<file path="config.mk">
export PLATFORM = sky130hd
export DESIGN_NAME = cmi_ctrl
export DESIGN_NICKNAME = d
export VERILOG_FILES = /design/src/rtl/cmi_pkg.sv /design/src/rtl/cmi_ctrl.sv
export SDC_FILE = /design/constraint.sdc
export NUM_CORES = 1
export LEC_CHECK = 0
export ABC_AREA = 1
export BUFFER_PORTS_ARGS = -buffer_cell sky130_fd_sc_hd__buf_4
export CAP_MARGIN = 20
export CELL_PAD_IN_SITES_DETAIL_PLACEMENT = 1
export CELL_PAD_IN_SITES_GLOBAL_PLACEMENT = 1
export CORE_MARGIN = 5
export CORE_UTILIZATION = 27
export DETAILED_ROUTE_END_ITERATION = 8
export PLACE_DENSITY = 0.8
export SYNTH_ARGS = -nofsm -noshare
export SYNTH_HDL_FRONTEND = slang
export SYNTH_SLANG_ARGS = --single-unit
</file>
<file path="constraint.sdc">
create_clock -name clock -period 1.25 [get_ports clock]
set_clock_uncertainty 0.05 [all_clocks]
set_input_delay 0 -clock clock [delete_from_list [all_inputs] [get_ports clock]]
set_output_delay 0 -clock clock [all_outputs]
set_load 0.02 [all_outputs]
</file>
<file path="src/rtl/cmi_pkg.sv">
package cmi_pkg;

   localparam int MESH_SIZE_DEFAULT  = 32;
   localparam int VALUE_BITS_DEFAULT = 24;

   localparam int POS_W       = 24;
   localparam int FRAC_W      = 16;
   localparam int CELL_ADDR_W = 15;
   localparam int FIELD_W     = 24;
   localparam int MAX_W       = 23;

   // per-axis weight is 65536-f or f, so one bit above the fraction
   localparam int WGT_W   = FRAC_W + 1;
   localparam int WXY_W   = 2 * WGT_W;
   // product of three axis weights is at most 2^48
   localparam int WPROD_W = 3 * FRAC_W + 1;
   localparam int WLO_W   = 24;
   localparam int WHI_W   = WPROD_W - WLO_W;
   localparam int RND_SH  = 3 * FRAC_W;

   localparam int CORNER_W = 3;
   localparam logic [CORNER_W-1:0] CORNER_LAST = '1;

   localparam logic signed [FIELD_W-1:0] OUT_MAX = {1'b0, {(FIELD_W-1){1'b1}}};
   localparam logic signed [FIELD_W-1:0] OUT_MIN = {1'b1, {(FIELD_W-1){1'b0}}};

   typedef enum logic {
      CMD_LOAD  = 1'b0,
      CMD_QUERY = 1'b1
   } cmd_type;

   typedef struct packed {
      logic                load_we;
      logic                capture;
      logic                setup;
      logic                issue;
      logic [CORNER_W-1:0] corner;
      logic                sum;
      logic                finish;
   } dp_ctrl_type;

   typedef struct packed {
      logic acc_last;
   } dp_status_type;

endpackage

</file>
<file path="src/rtl/cmi_ctrl.sv">
module cmi_ctrl (
   input  logic                   clock,
   input  logic                   reset,
   input  logic                   start,
   input  logic                   req_cmd,
   output logic                   busy,
   output logic                   rsp_strobe,
   output cmi_pkg::dp_ctrl_type   ctrl,
   input  cmi_pkg::dp_status_type status
);
   import cmi_pkg::*;

   typedef enum logic [2:0] {
      ST_IDLE,
      ST_SETUP,
      ST_ISSUE,
      ST_DRAIN,
      ST_SUM,
      ST_ROUND
   } state_type;

   state_type           state_ff, state_in;
   logic [CORNER_W-1:0] corner_ff, corner_in;
   logic                strobe_ff, strobe_in;
   logic                accept;

   always_comb begin
      busy   = (state_ff != ST_IDLE);
      accept = start && !busy;

      ctrl.load_we = accept && (req_cmd == CMD_LOAD);
      ctrl.capture = accept && (req_cmd == CMD_QUERY);
      ctrl.setup   = (state_ff == ST_SETUP);
      ctrl.issue   = (state_ff == ST_ISSUE);
      ctrl.corner  = corner_ff;
      ctrl.sum     = (state_ff == ST_SUM);
      ctrl.finish  = (state_ff == ST_ROUND);

      state_in  = state_ff;
      corner_in = corner_ff;
      strobe_in = (state_ff == ST_ROUND);
      case (state_ff)
         ST_IDLE: begin
            if (ctrl.capture) begin
               state_in = ST_SETUP;
            end
         end
         ST_SETUP: begin
            state_in  = ST_ISSUE;
            corner_in = '0;
         end
         ST_ISSUE: begin
            corner_in = corner_ff + 1'b1;
            if (corner_ff == CORNER_LAST) begin
               state_in = ST_DRAIN;
            end
         end
         ST_DRAIN: begin
            if (status.acc_last) begin
               state_in = ST_SUM;
            end
         end
         ST_SUM: begin
            state_in = ST_ROUND;
         end
         ST_ROUND: begin
            state_in = ST_IDLE;
         end
         default: begin
            state_in = ST_IDLE;
         end
      endcase
   end

   always_ff @(posedge clock) begin
      if (reset) begin
         state_ff  <= ST_IDLE;
         corner_ff <= '0;
         strobe_ff <= 1'b0;
      end else begin
         state_ff  <= state_in;
         corner_ff <= corner_in;
         strobe_ff <= strobe_in;
      end
   end

   assign rsp_strobe = strobe_ff;

`ifndef SYNTHESIS
   a_strobe_idle: assert property (@(posedge clock) disable iff (reset)
      rsp_strobe |-> !busy)
      else $error("result strobe while a transaction is still in progress");

   a_strobe_round: assert property (@(posedge clock) disable iff (reset)
      rsp_strobe |-> $past(state_ff) == ST_ROUND)
      else $error("result strobe not preceded by the rounding step");

   a_query_busy: assert property (@(posedge clock) disable iff (reset)
      (start && !busy && req_cmd == CMD_QUERY) |=> busy)
      else $error("query transaction accepted but controller stayed idle");

   a_load_idle: assert property (@(posedge clock) disable iff (reset)
      (start && !busy && req_cmd == CMD_LOAD) |=> !busy)
      else $error("load transaction made the controller busy");

   a_acc_drain: assert property (@(posedge clock) disable iff (reset)
      status.acc_last |-> state_ff == ST_DRAIN)
      else $error("last corner reached the accumulator outside the drain phase");
`endif

endmodule

</file>
# Word-level counts from Yosys, hierarchy flattened
# Index checks and enable logic that the tools add are counted.
word_totals:
  regBits: 7
  input_bits: 5
  out_inout_bits: 11
  wordCells: 27
op_classes:
  n_addsub: 1
  n_eq_ne: 9
  n_mux: 5
  n_bitwise: 1
  reduce_logical: 8
ops:
  columns: ["cell", "count"]
  rows:
  - ["3-bit one-hot mux with 5 select lines", 1]
  - ["3-bit == test, second input constant", 3]
  - ["3-bit 2-to-1 mux", 3]
  - ["3-bit by 2-bit == test with 1-bit output, second input constant", 2]
  - ["3-bit one-hot mux with 2 select lines", 1]
  - ["2-bit inequality test, second input constant", 2]
  - ["3-bit by 1-bit adder with 3-bit output, second input constant", 1]
  - ["3-bit by 1-bit == test with 1-bit output, second input constant", 1]
  - ["1-bit logical AND", 3]
  - ["3-bit logical NOT", 1]
  - ["3-bit AND reduction", 1]
  - ["3-bit nonzero test", 1]
  - ["2-bit by 1-bit inequality test with 1-bit output, second input constant", 1]
  - ["2-bit nonzero test", 1]
  - ["1-bit logical NOT", 1]
  - ["1-bit inverter", 1]

# Longest topological paths before layout
# Gate-level depths: netlist of the first run.
logic_depth:
  word_depth: 6
  depth_mapped: 8
  mapped_depth_nobuf: 8

# Worst setup path after synthesis of the first run
# OpenSTA, ideal clock, no wires.
synth_timing:
  path_type: "reg2reg"
  start: "reg corner_ff[0]"
  end: "reg state_ff[0]"
  setup_time_ns: 0.113
  t_arrival_ns: 1.144
  required_ns: 1.087
  path_slack_ns: -0.057
  path_stages_with_launch: 9
  n_path_buf: 0
  period_less_slack_ns: 1.307
  path_cell_list: "dfxtp_1 -> ha_1 -> ha_1 -> inv_1 -> nand4_1 -> nand2_1 -> nor2_1 -> nor2_1 -> nor2_1"
synth_via:
  elab_chain_len: 3
synth_lines:
  columns: ["item", "line", "rtl"]
  rows:
  - ["start: declaration", "cmi_ctrl.sv:23", "logic [CORNER_W-1:0] corner_ff, corner_in;"]
  - ["start signal: assignment", "cmi_ctrl.sv:82", "corner_ff <= corner_in;"]
  - ["3-bit == test", "cmi_ctrl.sv:54", "if (corner_ff == CORNER_LAST) begin"]
  - ["2-bit by 1-bit inequality test with 1-bit output (no source line)", null, null]
  - ["3-bit AND reduction (no source line)", null, null]
  - ["end signal: assignment", "cmi_ctrl.sv:81", "state_ff <= state_in;"]
  - ["end: declaration", "cmi_ctrl.sv:22", "state_type state_ff, state_in;"]
# No other way between the ends.
# A chain may end at the register's enable or synchronous reset.

# Final worst setup path of the first run
layout_timing:
  start: "reg corner_ff[1]"
  end: "reg state_ff[0]"
# The elaborated chain is that of the path after synthesis.

==> run metrics, run 1 <==
H-tree depth 1; Die W 49.11 um; Syn Inst Count 62; Clock transition at path regs 0.05 ns; die height 49.11 um; CP delay by family, top flip-flops; Num CTS Buffers 3; r2r setup slk 0.05 ns; Post-DRT Antenna Nets 0; initial antenna violation count 0; max incr delay on CP 0.35 ns; Area after DPL 541.8 um^2; drt pass-1 iters 3; met2 WL post-DR 573 um; global-route wire length before repair 2.007 mm; RSZ-0062 raised after global routing yes; share of cells above drive strength 1 0.4828; CORE AREA 1471 um^2; Worst-Margin Slew 0.2007 ns; number of port buffers 15; Max IR drop VDD 0.7305 mV; clock share of power 0.144; Fin Setup TNS 0 ns; Leakage 0.3361 nW; Multi-input gate area 246.5 um^2; class of the worst hold path in -> reg; nets 95; Worst setup SP type register; Slowest-stage cell, CP dfxtp_4; Starting DRT DRC Count 3; maxcap violations 0; Critical Path Sink Type register; commonest register cell after synthesis dfxtp_1; top layer in use met4; die area 2411 um^2; Routed WL per cell 12.61 um; Crit Path Category reg -> reg; sequential area share after synthesis 0.3394; #FFs+latches synth 7; crit path launch corner_ff[1]; crit-path max FO 2; combinational share of power 0.594; top cells by count, synth 11 x inv_1, 11 x nor2_1, 10 x nand2_1, 7 x dfxtp_1, 5 x a21oi_1; IO Count 16; PwrDens 2146 nW/um^2; crit-path cells ha_4, ha_4, inv_2, nand4_1, nand2_1, nor2_2, nor2_1, nor2_1; number of global-route vias before repair 479; critical register-to-register path startpoint corner_ff[1]; CTS root buffer clkbuf_4; Final min period 1.196 ns; worst endpoint required time 1.35 ns; met1 wire length 574 um; Layout fillers 213; final hold violations 0; Final Cycle Share 0.9569; Starting Density 0.2806; Mean Syn Cell Area 6.660 um^2; drt via density 4.660; number of buffers and inverters on the critical path 1; switching power 0.6689 mW; DP HPWL 851.4 um; switching share of power 0.4647; Synth top area share 0.3394; yosys warns 0; status finished, final reports clean; f_max 0.8361 GHz; number of library cell types mapped by synthesis 16; Final setup viols 0; metal3 WL 110 um; vias 480; largest cells by area after synthesis dfxtp_1 34%, inv_1 10%, nor2_1 10%; synthesized area 412.9 um^2; gr ovfl total 0; largest net degree at the start of global routing 8; Slew HR 0.8649; Reg area 152.6 um^2; DRT Wirelength 1.299 mm; worst endpoint data arrival time 1.30 ns; antenna fix cells 0; final slew viol count 0; GP Congestion 0.7017; design area 670.6 um^2; Synth area leader dfxtp_1; total track usage 0.1071; Residual DRC 0; internal power 0.7705 mW; HP Start status; Reg power frac 0.262; Post-synth EDFFs 0; Syn Nets 69; clock tree buffer depth 2; CTS tree done; worst skew pair latency 0.25 ns; CTS Sinks 7; Layout Area Growth over Synthesis 62.42%; Async S/R FF share, synth 0; site row count 14
registers in the layout, summed over array words and instances, names as in the netlist:
register and flops:
corner_ff 3, state_ff 3, rsp_strobe 1
per-stage QoR:
stage	util	cells	worst slack [ns]	total power [mW]	hold WS, ns
floorplan	-	62	0.02027	0.8063	0.01165
global placement	0.3682	92	0.01503	1.058	0.1641
detailed placement	0.3682	92	-0.01047	1.070	0.1604
CTS	0.4303	101	-0.001035	1.355	0.1021
global route	0.4558	103	-0.03076	1.578	0.1372
finish	0.4558	103	0.05392	1.439	0.1180
cell families (layout without fill, tap and decap cells):
group,Yosys count,in the layout,share of synthesized area
buf+inv,14,39,0.1606
fa+ha+maj,2,2,0.06060
simple gates,30,30,0.3212
flops,7,7,0.3394
compound gates,9,9,0.1182
path summary, 6_finish.rpt:
| kind | endpoint | cells past startpoint |
|---|---|---|
| setup reg to reg | state_ff[0] | 8 |
| hold reg to reg | rsp_strobe | 1 |
| setup / recovery | state_ff[0] | 8 |
| hold / removal | state_ff[0] | 6 |
power by group through the flow:
stage	clock network (mW)	logic (mW)	registers, mW
floorplan	0	0.451	0.355
global placement	0	0.713	0.345
detailed placement	0	0.722	0.348
CTS	0.217	0.777	0.361
global route	0.229	0.961	0.388
finish	0.207	0.855	0.378
worst reg2reg max path, stage by stage (launching register included):
cell	delay (ns)
dfxtp_4	0.35
ha_4	0.16
ha_4	0.15
inv_2	0.03
nand4_1	0.06
nand2_1	0.10
nor2_2	0.05
nor2_1	0.09
nor2_1	0.04
layout make-up:
| class | instances | share of cell area |
|---|---|---|
| inverters | 12 | 0.07463 |
| clock buffers | 4 | 0.03918 |
| well taps | 16 | 0.02985 |
| repair buffers | 23 | 0.2612 |
| flip-flops and latches | 7 | 0.2276 |
| multi-input cells | 41 | 0.3675 |
layer usage:
layer  global-route usage  vias to the layer above
li1                     -                      247
met1               0.1277                      212
met2               0.1459                       17
met3              0.03976                        4
met4              0.09417                        0
met5                    0                        -
cell usage in the layout, fill, tap and decap left out:
cell type,n
a21oi_1,5
buf_4,22
clkbuf_1,1
clkbuf_4,3
dfxtp_1,3
dfxtp_2,1
dfxtp_4,3
dlygate4sd3_1,1
ha_4,2
inv_1,6
inv_2,4
inv_4,2
nand2_1,9
nand2_2,1
nand3_1,4
nand3_4,1
nand4_1,2
nor2_1,9
nor2_2,2
nor3_1,1
nor4_1,1
o21ai_0,3
o21ai_2,1
repair_timing:
action	CTS	global route
pin swaps	2	7
hold buffers	1	0
hold endpoints to repair	6	0
endpoints found under the setup margin	5	6
gates resized for setup	7	10
setup buffers	4	2
(Power assumes the default switching activity.)
==> run 2, diff against run 1 <==
--- a/config.mk
+++ b/config.mk
@@ -11,9 +11,10 @@
 export CELL_PAD_IN_SITES_DETAIL_PLACEMENT = 1
 export CELL_PAD_IN_SITES_GLOBAL_PLACEMENT = 1
 export CORE_MARGIN = 5
-export CORE_UTILIZATION = 27
+export CORE_UTILIZATION = 30
 export DETAILED_ROUTE_END_ITERATION = 8
-export PLACE_DENSITY = 0.8
+export MAX_ROUTING_LAYER = met4
+export PLACE_DENSITY = 0.83
 export SYNTH_ARGS = -nofsm -noshare
 export SYNTH_HDL_FRONTEND = slang
 export SYNTH_SLANG_ARGS = --single-unit
==> constraint.sdc (replaced) <==
create_clock -name clock -period 1.2 [get_ports clock]
set_clock_uncertainty 0.05 [all_clocks]
set_input_delay 0 -clock clock [delete_from_list [all_inputs] [get_ports clock]]
set_output_delay 0 -clock clock [all_outputs]
set_load 0.02 [all_outputs]
==> run metrics, run 2 (synthesis results as in run 1) <==
Layout fillers 166 (was 213); Finished Layout Cells 108 (was 103); Area after DPL 593.1 um^2 (was 541.8 um^2); Worst setup SP type register (unchanged); Fin Setup TNS 0 ns (unchanged); Die W 47.10 um (was 49.11 um); worst r2r path cells 8 (unchanged); CORE AREA 1301 um^2 (was 1471 um^2); DRT Wirelength 1.387 mm (was 1.299 mm); final hold violations 0 (unchanged); Slew HR 0.8569 (was 0.8649); Routed WL per cell 12.84 um (was 12.61 um); CTS Sinks 7 (unchanged); Place WS -0.04268 ns (was -0.01047 ns); gr ovfl total 0 (unchanged); site row count 13 (was 14); DP HPWL 955.9 um (was 851.4 um); Max IR drop VDD 0.9143 mV (was 0.7305 mV); most common cell after layout, fill and taps aside buf_4 (unchanged); die area 2218 um^2 (was 2411 um^2); clock tree buffer depth 2 (unchanged); status finished, final reports clean (unchanged); final slew viol count 0 (unchanged); CTS root buffer clkbuf_4 (unchanged); total track usage 0.1553 (was 0.1071); RSZ-0062 raised after global routing yes (unchanged); number of port buffers 15 (unchanged); r2r setup slk 0.01 ns (was 0.05 ns); vias 510 (was 480); drt via density 4.722 (was 4.660); worst endpoint required time 1.15 ns (was 1.35 ns); most frequent cells in the layout 26 x buf_4, 8 x nor2_1, 7 x nand2_1 (was 22 x buf_4, 9 x nand2_1, 9 x nor2_1); Leakage 0.3686 nW (was 0.3361 nW); H-tree depth 1 (unchanged); share of cells above drive strength 1 0.5591 (was 0.4828); Final Power 1.684 mW (was 1.439 mW); Post-DRT Antenna Nets 0 (unchanged); drt pass-1 iters 4 (was 3); Final setup viols 0 (unchanged); dpl cells 95 (was 92); worst skew pair latency 0.25 ns (about the same); die height 47.10 um (was 49.11 um); GP Congestion 0.7574 (was 0.7017); Final min period 1.198 ns; final core utilization 0.5683 (was 0.4558); Starting DRT DRC Count 6 (was 3); initial antenna violation count 0 (unchanged); CTS tree done (unchanged); Worst-Margin Slew 0.2124 ns (was 0.2007 ns); f_max 0.8345 GHz; Critical Path Sink Type output port (was register); Starting Density 0.3173 (was 0.2806); maxcap violations 0 (unchanged); design area 739.5 um^2 (was 670.6 um^2); PwrDens 2278 nW/um^2 (was 2146 nW/um^2); hold_ws 0.1411 ns (was 0.1180 ns); nets 101 (was 95); IO Count 16 (unchanged); global-route wire length before repair 2.297 mm (was 2.007 mm); Num CTS Buffers 3 (unchanged); worst endpoint data arrival time 1.15 ns (was 1.30 ns); Clock transition at path regs 0.05 ns (about the same); Final Worst Setup Slack 0.001744 ns (was 0.05392 ns); number of global-route vias before repair 525 (was 479); class of the worst hold path in -> reg (unchanged); Min-Delay Path Depth 6 (unchanged); Crit Path Category reg -> out (was reg -> reg); Residual DRC 0 (unchanged); crit-path max FO 4 (was 2); largest net degree at the start of global routing 7 (was 8); Layout Area Growth over Synthesis 79.09% (was 62.42%); antenna fix cells 0 (unchanged); Final Cycle Share 0.9985
-- run 2: cell types whose count changed in the layout (fill, tap and decap cells not counted), sizes merged --
cell,previous run,this run
buf,22,28
-- run 2: repair_timing --
item	in CTS	in global routing
setup endpoints to repair	6	11
setup buffers	7	1
hold endpoints to repair	5	0
gates resized for setup	8	12
pin swaps	5	2
hold buffers	1	0
-- run 2: worst paths after layout --
check,startpoint,endpoint
hold / removal,status,state_ff[0]
setup reg to reg,corner_ff[1],state_ff[0]
setup / recovery,state_ff[0],ctrl[0]
hold reg to reg,corner_ff[0],corner_ff[0]
-- run 2: routing by layer --
metal / GRT usage / wire, um / vias up
li1: - / - / 260
met1: 0.1804 / 581 / 238
met2: 0.2331 / 712 / 10
met3: 0.07280 / 72 / 2
met4: 0.05525 / 19 / 0
met5: - / 0 / -
-- run 2: final cells by class --
class                           count  area, um^2  share of cell area
Inverter                           12       50.05             0.06768
Timing Repair Buffer               29       227.7              0.3080
Sequential cell                     7       152.6              0.2064
Clock buffer                        4       26.28             0.03553
Tap cell                           15       18.77             0.02538
Multi-Input combinational cell     41       264.0              0.3570
-- run 2: power by group --
part / switching [mW] / internal [mW]
registers: 0.0582 / 0.304
logic: 0.620 / 0.492
clock network: 0.0835 / 0.127
total: 0.762 / 0.922
-- run 2: worst max-delay path, stage by stage, from the launching register on --
cell and delay, ns:
dfxtp_1 0.34, inv_2 0.08, buf_4 0.15, nor3_1 0.16
buf_4 0.17
